<file path="config.mk">
export PLATFORM = sky130hd
export DESIGN_NAME = software_timer_slot_table_core
export DESIGN_NICKNAME = d
export VERILOG_FILES = /design/src/sv/sts_pkg.sv /design/src/sv/sts_cell.sv /design/src/sv/sts_op.sv /design/src/sv/software_timer_slot_table_core.sv
export SDC_FILE = /design/constraint.sdc
export NUM_CORES = 2
export LEC_CHECK = 0
export BUFFER_PORTS_ARGS = -buffer_cell sky130_fd_sc_hd__buf_4
export CORE_MARGIN = 8
export CORE_UTILIZATION = 55
export CTS_CLUSTER_DIAMETER = 80
export DETAILED_ROUTE_END_ITERATION = 8
export GPL_TIMING_DRIVEN = 0
export PLACE_DENSITY = 0.74
export SETUP_SLACK_MARGIN = 0.3
export SLEW_MARGIN = 15
export SYNTH_ARGS = -nofsm -noshare
export SYNTH_HDL_FRONTEND = slang
export SYNTH_SLANG_ARGS = --single-unit
</file>
<file path="constraint.sdc">
create_clock -name clk -period 153.2 [get_ports clk]
set_clock_uncertainty 0.2 [all_clocks]
set_input_delay 30.64 -clock clk [delete_from_list [all_inputs] [get_ports clk]]
set_output_delay 30.64 -clock clk [all_outputs]
set_load 0.005 [all_outputs]
</file>
<file path="src/sv/sts_pkg.sv">
// ----------------------------------------------------------------------------
// sts_pkg
// Shared types and codes for the software timer slot table: slot kinds,
// opcodes, error codes, controller states and the per-item result record.
// ----------------------------------------------------------------------------
package sts_pkg;

	// Slot kind; zero marks an unallocated slot
	typedef enum logic [1:0] {
		KIND_NONE     = 2'd0,
		KIND_INTERVAL = 2'd1,
		KIND_ONESHOT  = 2'd2
	} kind_t;

	// Operation codes carried by an input transfer
	localparam logic [2:0] OP_POLL    = 3'd0;
	localparam logic [2:0] OP_START   = 3'd1;
	localparam logic [2:0] OP_RESTART = 3'd2;
	localparam logic [2:0] OP_CANCEL  = 3'd3;
	localparam logic [2:0] OP_QUERY   = 3'd4;

	// Sticky error codes
	localparam logic [1:0] ERR_NONE     = 2'd0;
	localparam logic [1:0] ERR_MISMATCH = 2'd1;
	localparam logic [1:0] ERR_FULL     = 2'd2;

	// Controller states
	typedef enum logic [1:0] {
		ST_IDLE,
		ST_SCAN,
		ST_DONE
	} state_t;

	// Result of one item as built during the scan
	typedef struct packed {
		logic        found;
		logic        fired;
		logic        running;
		logic        done;
		logic [31:0] elapsed;
		logic [31:0] remaining;
	} res_t;

endpackage

</file>
<file path="src/sv/sts_cell.sv">
// ----------------------------------------------------------------------------
// sts_cell
// One timer slot of the ring. Takes the record of its neighbor on every
// shift cycle, so the whole table rotates past the head once per item.
// ----------------------------------------------------------------------------
module sts_cell #(
	parameter int ID_WIDTH = 16
) (
	input  logic                  clk,
	input  logic                  arst_n,
	input  logic                  shift_en,
	input  logic [ID_WIDTH-1:0]   id_in,
	input  sts_pkg::kind_t        kind_in,
	input  logic [31:0]           start_in,
	input  logic [31:0]           period_in,
	input  logic                  active_in,
	output logic [ID_WIDTH-1:0]   id_out,
	output sts_pkg::kind_t        kind_out,
	output logic [31:0]           start_out,
	output logic [31:0]           period_out,
	output logic                  active_out
);
	import sts_pkg::*;

	logic [ID_WIDTH-1:0] id_q;
	kind_t               kind_q;
	logic [31:0]         start_q;
	logic [31:0]         period_q;
	logic                active_q;

	// control bits of the slot: cleared by reset
	always_ff @(posedge clk or negedge arst_n) begin
		if (!arst_n) begin
			kind_q   <= KIND_NONE;
			active_q <= 1'b0;
		end else if (shift_en) begin
			kind_q   <= kind_in;
			active_q <= active_in;
		end
	end

	// payload: only read once the slot is allocated or active
	always_ff @(posedge clk) begin
		if (shift_en) begin
			id_q     <= id_in;
			start_q  <= start_in;
			period_q <= period_in;
		end
	end

	assign id_out     = id_q;
	assign kind_out   = kind_q;
	assign start_out  = start_q;
	assign period_out = period_q;
	assign active_out = active_q;

endmodule

</file>
<file path="src/sv/sts_op.sv">
// ----------------------------------------------------------------------------
// sts_op
// Head-of-ring update. Checks the slot at the head against the pending
// item, allocates it if it is the first free slot, applies the opcode and
// hands the updated record to the tail of the ring.
// ----------------------------------------------------------------------------
module sts_op #(
	parameter int ID_WIDTH = 16
) (
	input  logic                  pending,
	input  logic [2:0]            opcode,
	input  logic [ID_WIDTH-1:0]   key,
	input  logic [31:0]           span_ms,
	input  logic [31:0]           now_ms,
	input  logic [ID_WIDTH-1:0]   id_in,
	input  sts_pkg::kind_t        kind_in,
	input  logic [31:0]           start_in,
	input  logic [31:0]           period_in,
	input  logic                  active_in,
	output logic [ID_WIDTH-1:0]   id_out,
	output sts_pkg::kind_t        kind_out,
	output logic [31:0]           start_out,
	output logic [31:0]           period_out,
	output logic                  active_out,
	output logic                  take,
	output logic                  mismatch,
	output sts_pkg::res_t         res
);
	import sts_pkg::*;

	logic        matched;
	logic        free;
	kind_t       want;
	logic [31:0] elapsed;
	logic        expired;

	// slot selection: allocated slots form a prefix, so the first free one
	// is reached only after every possible match has gone by
	assign matched  = (kind_in != KIND_NONE) && (id_in == key);
	assign free     = (kind_in == KIND_NONE);
	assign want     = (opcode == OP_POLL) ? KIND_INTERVAL : KIND_ONESHOT;
	assign take     = pending && (matched || free);
	assign mismatch = take && matched && (kind_in != want);

	// wrap-safe time since start
	assign elapsed = now_ms - start_in;
	assign expired = (elapsed >= period_in);

	// record update and result
	always_comb begin
		id_out     = id_in;
		kind_out   = kind_in;
		start_out  = start_in;
		period_out = period_in;
		active_out = active_in;
		res        = '0;
		if (take) begin
			res.found = 1'b1;
			if (free) begin
				id_out   = key;
				kind_out = want;
			end
			unique case (opcode)
				OP_POLL: begin
					if (!active_in) begin
						period_out = span_ms;
						start_out  = now_ms;
						active_out = 1'b1;
					end else if (expired) begin
						start_out = start_in + period_in;
						res.fired = 1'b1;
					end
				end
				OP_START: begin
					period_out = span_ms;
					start_out  = now_ms;
					active_out = 1'b1;
				end
				OP_RESTART: begin
					if (active_in) start_out = now_ms;
				end
				OP_CANCEL: begin
					active_out = 1'b0;
				end
				OP_QUERY: begin
					if (active_in) begin
						res.elapsed = elapsed;
						if (expired) begin
							res.done = 1'b1;
						end else begin
							res.running   = 1'b1;
							res.remaining = period_in - elapsed;
						end
					end
				end
				default: ;
			endcase
		end
	end

endmodule

</file>
<file path="src/sv/software_timer_slot_table_core.sv">
// Each item is taken in the idle state, rotates the slot ring once past the
// head unit (undefined opcodes skip the rotation) and is then loaded into
// the output register; no new item is taken until that load is done.
// A finished result waits in the output register while the next item runs.
// Reset (arst_n, async, active low) frees all slots and clears the error.
// ----------------------------------------------------------------------------
// software_timer_slot_table_core
// Timer slot table built as a ring of slot cells. Each item rotates the
// ring once; the head unit looks up or allocates the slot and updates it.
// ----------------------------------------------------------------------------
module software_timer_slot_table_core #(
	parameter int SLOT_COUNT = 32,
	parameter int ID_WIDTH   = 16
) (
	input  logic        clk,
	input  logic        arst_n,
	// input channel
	input  logic        in_valid,
	output logic        in_stall,
	input  logic [2:0]  opcode,
	input  logic [15:0] timer_id,
	input  logic [31:0] span_ms,
	input  logic [31:0] now_ms,
	// output channel
	output logic        out_valid,
	input  logic        out_stall,
	output logic        slot_found,
	output logic        interval_fired,
	output logic        is_running,
	output logic        is_done,
	output logic [31:0] elapsed_ms,
	output logic [31:0] remaining_ms,
	output logic [1:0]  last_error
);
	import sts_pkg::*;

	localparam int              CW       = (SLOT_COUNT > 1) ? $clog2(SLOT_COUNT) : 1;
	localparam logic [CW-1:0]   CNT_LAST = CW'(SLOT_COUNT - 1);

	// ring wiring
	logic [ID_WIDTH-1:0] id_w     [SLOT_COUNT];
	kind_t               kind_w   [SLOT_COUNT];
	logic [31:0]         start_w  [SLOT_COUNT];
	logic [31:0]         period_w [SLOT_COUNT];
	logic                active_w [SLOT_COUNT];

	logic [ID_WIDTH-1:0] id_t;
	kind_t               kind_t_w;
	logic [31:0]         start_t;
	logic [31:0]         period_t;
	logic                active_t;

	// controller
	state_t              state_q, state_nx;
	logic [CW-1:0]       cnt_q;
	logic                shift_en;
	logic                out_load;
	logic                accept;
	logic                out_free;

	// captured item
	logic [2:0]          op_q;
	logic [ID_WIDTH-1:0] key_q;
	logic [31:0]         dur_q;
	logic [31:0]         now_q;
	logic                pending_q;
	logic                op_ok_q;
	res_t                res_q;
	logic [1:0]          err_q;
	logic [1:0]          err_nx;
	logic                full;

	// head unit outputs
	logic                take;
	logic                mismatch;
	res_t                res_w;

	logic [ID_WIDTH+15:0] key_ext;

	// output register
	logic                out_valid_q;
	logic                found_q, fired_q, running_q, done_q;
	logic [31:0]         elapsed_q, remaining_q;
	logic [1:0]          last_error_q;

	// only the low ID_WIDTH bits of the id count
	assign key_ext = {ID_WIDTH'(0), timer_id};

	assign accept   = in_valid && !in_stall;
	assign out_free = !out_valid_q || !out_stall;

	// ring of slot cells: cell 0 is the head, the head unit feeds the tail
	for (genvar i = 0; i < SLOT_COUNT; i++) begin : g_cell
		if (i == SLOT_COUNT - 1) begin : g_tail
			sts_cell #(.ID_WIDTH(ID_WIDTH)) u_cell (
				.clk        (clk),
				.arst_n     (arst_n),
				.shift_en   (shift_en),
				.id_in      (id_t),
				.kind_in    (kind_t_w),
				.start_in   (start_t),
				.period_in  (period_t),
				.active_in  (active_t),
				.id_out     (id_w[i]),
				.kind_out   (kind_w[i]),
				.start_out  (start_w[i]),
				.period_out (period_w[i]),
				.active_out (active_w[i])
			);
		end else begin : g_body
			sts_cell #(.ID_WIDTH(ID_WIDTH)) u_cell (
				.clk        (clk),
				.arst_n     (arst_n),
				.shift_en   (shift_en),
				.id_in      (id_w[i+1]),
				.kind_in    (kind_w[i+1]),
				.start_in   (start_w[i+1]),
				.period_in  (period_w[i+1]),
				.active_in  (active_w[i+1]),
				.id_out     (id_w[i]),
				.kind_out   (kind_w[i]),
				.start_out  (start_w[i]),
				.period_out (period_w[i]),
				.active_out (active_w[i])
			);
		end
	end

	// head unit
	sts_op #(.ID_WIDTH(ID_WIDTH)) u_op (
		.pending     (pending_q),
		.opcode      (op_q),
		.key         (key_q),
		.span_ms     (dur_q),
		.now_ms      (now_q),
		.id_in       (id_w[0]),
		.kind_in     (kind_w[0]),
		.start_in    (start_w[0]),
		.period_in   (period_w[0]),
		.active_in   (active_w[0]),
		.id_out      (id_t),
		.kind_out    (kind_t_w),
		.start_out   (start_t),
		.period_out  (period_t),
		.active_out  (active_t),
		.take        (take),
		.mismatch    (mismatch),
		.res         (res_w)
	);

	// next state
	always_comb begin
		state_nx = state_q;
		unique case (state_q)
			ST_IDLE: begin
				if (in_valid) state_nx = (opcode <= OP_QUERY) ? ST_SCAN : ST_DONE;
			end
			ST_SCAN: begin
				if (cnt_q == CNT_LAST) state_nx = ST_DONE;
			end
			ST_DONE: begin
				if (out_free) state_nx = ST_IDLE;
			end
			default: state_nx = ST_IDLE;
		endcase
	end

	// controller outputs
	always_comb begin
		in_stall = 1'b1;
		shift_en = 1'b0;
		out_load = 1'b0;
		unique case (state_q)
			ST_IDLE: in_stall = 1'b0;
			ST_SCAN: shift_en = 1'b1;
			ST_DONE: out_load = out_free;
			default: ;
		endcase
	end

	always_ff @(posedge clk or negedge arst_n) begin
		if (!arst_n) state_q <= ST_IDLE;
		else         state_q <= state_nx;
	end

	// item capture and scan bookkeeping
	always_ff @(posedge clk or negedge arst_n) begin
		if (!arst_n) begin
			cnt_q     <= '0;
			pending_q <= 1'b0;
			op_ok_q   <= 1'b0;
		end else if (accept) begin
			cnt_q     <= '0;
			pending_q <= (opcode <= OP_QUERY);
			op_ok_q   <= (opcode <= OP_QUERY);
		end else if (shift_en) begin
			cnt_q <= cnt_q + CW'(1);
			if (take) pending_q <= 1'b0;
		end
	end

	always_ff @(posedge clk) begin
		if (accept) begin
			op_q  <= opcode;
			key_q <= key_ext[ID_WIDTH-1:0];
			dur_q <= span_ms;
			now_q <= now_ms;
			res_q <= '0;
		end else if (shift_en && take) begin
			res_q <= res_w;
		end
	end

	// sticky error: mismatch seen at the head, full after a fruitless scan
	assign full   = op_ok_q && pending_q;
	assign err_nx = full ? ERR_FULL : err_q;

	always_ff @(posedge clk or negedge arst_n) begin
		if (!arst_n) begin
			err_q <= ERR_NONE;
		end else if (shift_en && mismatch) begin
			err_q <= ERR_MISMATCH;
		end else if (out_load) begin
			err_q <= err_nx;
		end
	end

	// output register
	always_ff @(posedge clk or negedge arst_n) begin
		if (!arst_n)       out_valid_q <= 1'b0;
		else if (out_load) out_valid_q <= 1'b1;
		else if (!out_stall) out_valid_q <= 1'b0;
	end

	always_ff @(posedge clk) begin
		if (out_load) begin
			found_q      <= res_q.found;
			fired_q      <= res_q.fired;
			running_q    <= res_q.running;
			done_q       <= res_q.done;
			elapsed_q    <= res_q.elapsed;
			remaining_q  <= res_q.remaining;
			last_error_q <= err_nx;
		end
	end

	assign out_valid      = out_valid_q;
	assign slot_found     = found_q;
	assign interval_fired = fired_q;
	assign is_running     = running_q;
	assign is_done        = done_q;
	assign elapsed_ms     = elapsed_q;
	assign remaining_ms   = remaining_q;
	assign last_error     = last_error_q;

	// a scan runs the full rotation before finishing
	a_scan_len: assert property (@(posedge clk) disable iff (!arst_n)
		(state_q == ST_SCAN) && (cnt_q != CNT_LAST) |=> (state_q == ST_SCAN))
		else $error("scan left before full rotation");

	// an item is handled by at most one slot
	a_single_take: assert property (@(posedge clk) disable iff (!arst_n)
		(state_q != ST_IDLE) |-> !(pending_q && res_q.found))
		else $error("item both pending and found");

	// the error register never returns to no error
	a_sticky: assert property (@(posedge clk) disable iff (!arst_n)
		(err_q != ERR_NONE) |=> (err_q != ERR_NONE))
		else $error("sticky error cleared");

	// table full is only reported when the last slot is allocated
	a_full_tail: assert property (@(posedge clk) disable iff (!arst_n)
		(state_q == ST_DONE) && full |-> (kind_w[SLOT_COUNT-1] != KIND_NONE))
		else $error("table full with a free slot");

endmodule
</file>
==> impl_metrics.py <==
metrics = {
    "timing": {
        "fmax_mhz": 30.6,
        "finalSetupViolations": 0,
        "grt_setup_unrepaired": "no",
        "finalHoldViolations": 0,
        "fin_setup_tns_ns": 0,
        "tightest_slew_ns": 1.32,
        "drv_slew": 0,
        "period_needed_ns": 32.68,
        "slew_headroom_pct": 10.4,
        "period_share_pct": 21.3,
    },
    "global_route": {
        "grt_pass1_vias": 39600,
        "grt_pass1_wl_um": 246000,
        "grt_remaining_overflow": 0,
        "grt_start_max_net_pins": 109,
        "grt.total_usage_pct": 17.8,
        "busiest_layer": "met2",
        "grt_use_met2_pct": 28.1,
        "gr-usage-met1_pct": 24.1,
        "antenna_found_initial": 13,
        "use_met3_pct": 3.54,
    },
    "setup_path": {
        "worstRegToRegCells": 20,
        "crit_type": "flip-flop to output pin",
        "required_ns": 122.36,
        "path_max_fanout": 8,
        "start_kind": "flip-flop",
        "path_buf_inv": 1,
        "crit_arrival_ns": 1.84,
        "cp_top_family": "flip-flops",
        "critical_path.cell_chain": "or2_2 -> buf_4",
        "r2r_slack_ns": 145.78,
        "cp_num_cells": 2,
        "cp-end-kind": "output pin",
        "crit_slowest_cell": "dfrtp_1",
        "worst_path_largest_cell_delay_ns": 0.46,
    },
    "synth": {
        "avgSynthCellArea_um2": 21.7,
        "ys.flop_type": "edfxtp_1",
        "synth.distinct_cells": 81,
        "synth-edff-count": 2713,
        "yosysMostFrequentCell": "edfxtp_1",
        "synth_common_cells": "2713 x edfxtp_1, 372 x nand2_1, 117 x a21oi_1",
        "synthTopCellsByArea": "edfxtp_1 86%, dfrtp_1 2.9%, nand2_1 1.5%, dfxtp_1 1.4%, ha_1 1.3%",
        "ys_seq_elements": 2889,
        "yosysTopAreaCellShare_pct": 86.2,
        "synth_top_cell_by_area": "edfxtp_1",
        "syn-cell-area_mm2": 0.0945,
        "synthArstFlopShare_pct": 3.74,
        "syn-num-nets": 4537,
        "ys_seq_area_share_pct": 90.5,
        "ys_warn_count": 0,
        "synth_cells": 4351,
    },
    "finish": {
        "design_area_mm2": 0.109,
        "drive_above_1_share_pct": 13.7,
        "seqCellArea_mm2": 0.0855,
        "multi_input_area_mm2": 0.00845,
        "fin_nets": 5041,
        "fillers": 11000,
        "area_growth_pct": 15.0,
    },
    "power_and_ir_drop": {
        "vdd_ir_drop_max_mv": 0.0165,
        "switchingPower_mw": 0.789,
        "comb_power_share_pct": 19.3,
        "pwr-share-seq_pct": 56.9,
        "leakagePower_nw": 38.7,
        "internal-power_mw": 1.99,
        "p_sw_share_pct": 28.4,
        "pwr-share-clk_pct": 23.8,
        "power.density_mw_per_mm2": 25.6,
    },
    "die": {
        "die_y_um": 430,
        "rows": 152,
        "core-area_mm2": 0.171,
        "start_util_pct": 55.2,
        "die_area_mm2": 0.185,
        "ios": 159,
        "die_w_um": 430,
    },
    "worst_hold_path": {
        "holdPathStages": 0,
        "hold_path_class": "flip-flop to flip-flop",
    },
    "clock_tree": {
        "cts_resized": 0,
        "root_buffer": "clkbuf_16",
        "cts_setup_buffers": 0,
        "cts.sinks": 2889,
        "clk-insertion-delay-late_ns": 0.92,
        "clk_pin_slew_ns": 0.06,
        "holdBufCountCts": 0,
        "cts_max_path_buffers": 4,
        "numCtsBuffers": 287,
        "cts_tree": "yes",
        "htree_levels": 5,
    },
    "placed_design": {
        "gp_congestion": 0.902,
        "postPlaceCellArea_mm2": 0.0999,
        "numPortBuffers": 158,
        "post-dp-hpwl_um": 98100,
    },
    "drt": {
        "vias": 39600,
        "drtPass1Iterations": 6,
        "drc": 0,
        "wl_per_cell_um": 22.8,
        "wirelength_um": 166000,
        "final_antenna_net_count": 0,
        "first_iter_violations": 3375,
        "vias_per_cell": 5.43,
    },
    "run": {
        "drv_cap": 0,
    },
    "status": {
        "status": "finished, final reports clean",
    },
}
-- cells by family (layout without fill, tap and decap cells) --
kind of cell,count (synthesis),count (layout),synth area share [%]
other,0,2,0
adder cells (fa/ha/maj),99,99,1.33
multiplexers,51,51,0.604
buffers and inverters,137,839,0.559
flip-flops,2889,2889,90.5
AO/OA/AOI/OAI,456,456,3.22
XOR/XNOR,94,94,0.871
AND/OR/NAND/NOR,625,625,2.87
-- sequential cells by signal, indices dropped and copies added (netlist names), 31 cells and up --
name / flops
g_cell.g_body.u_cell.period_out: 992
g_cell.g_body.u_cell.start_out: 992
g_cell.g_body.u_cell.id_out: 496
res_q: 68
g_cell.g_body.u_cell.kind_out: 62
dur_q: 32
elapsed_ms: 32
g_cell.g_tail.u_cell.period_out: 32
g_cell.g_tail.u_cell.start_out: 32
now_q: 32
remaining_ms: 32
g_cell.g_body.u_cell.active_out: 31
-- cells in the final DEF, fill, tap and decap left out, types with 19 or more instances in the layout --
cell type / Yosys / layout
edfxtp_1: 2713 / 2713
nand2_1: 372 / 372
clkbuf_16: 0 / 295
buf_4: 0 / 160
a21oi_1: 117 / 116
clkbuf_1: 66 / 110
dfrtp_1: 108 / 108
nor2_1: 104 / 103
o21ai_0: 96 / 96
ha_1: 96 / 96
dfxtp_1: 68 / 68
inv_1: 63 / 63
xnor2_1: 60 / 60
clkinv_2: 0 / 55
a21o_1: 53 / 53
clkinv_1: 1 / 50
mux2_2: 48 / 48
a22oi_1: 42 / 42
buf_16: 0 / 38
xor2_1: 34 / 34
nor3_1: 23 / 21
nand3_1: 20 / 20
o21bai_1: 19 / 19
nand4_1: 19 / 19
-- power by group through the flow --
| stage | registers [mW] | logic (mW) | clock network [mW] |
|---|---|---|---|
| global placement | 2.91 | 0.473 | 0 |
| detailed placement | 1.58 | 0.531 | 0 |
| CTS | 1.59 | 0.535 | 0.682 |
| finish | 1.58 | 0.536 | 0.662 |
| floorplan | 2.55 | 0.358 | 0 |
| global route | 1.62 | 0.585 | 0.709 |
-- worst paths after layout --
path | end | startpoint
worst min register to register | g_cell[29].g_body.u_cell.start_out[1] | g_cell[30].g_body.u_cell.start_out[1]
min in group asynchronous | g_cell[4].g_body.u_cell.kind_out[0] | arst_n
worst max register to register | g_cell[31].g_tail.u_cell.start_out[16] | g_cell[0].g_body.u_cell.start_out[0]
worst max-delay path | in_stall | state_q[0]
max in group asynchronous | g_cell[16].g_body.u_cell.kind_out[0] | arst_n
worst min-delay path | g_cell[29].g_body.u_cell.start_out[1] | g_cell[30].g_body.u_cell.start_out[1]
-- layout make-up --
type,count,share of cell area (%)
antenna,2,0.00461
clock inverter,142,1.09
inverter,64,0.221
tap,2233,2.57
timing repair buffer,215,2.37
sequential,2889,78.7
multi-input combinational,1325,7.77
buffer,73,0.273
clock buffer,345,6.99
-- per-stage QoR --
step	hold slack [ns]	power, mW	cells	worst slack (ns)	utilization (%)
2_1_floorplan	0.200	2.91	4351	79.21	-
3_3_place_gp	0.201	3.39	6742	57.96	57.5
3_5_place_dp	0.205	2.11	6799	119.95	58.4
4_1_cts	0.176	2.81	7286	120.43	63.5
5_1_grt	0.179	2.91	7286	120.41	63.5
6_report	0.182	2.78	7288	120.52	63.5
-- per-layer routing --
| metal | wire length (um) | vias to the layer above |
|---|---|---|
| met5 | 0 | - |
| met4 | 8050 | 0 |
| met3 | 8730 | 398 |
| met2 | 79100 | 1204 |
| met1 | 70200 | 20000 |
| li1 | - | 17900 |
(Power assumes the default switching activity.)
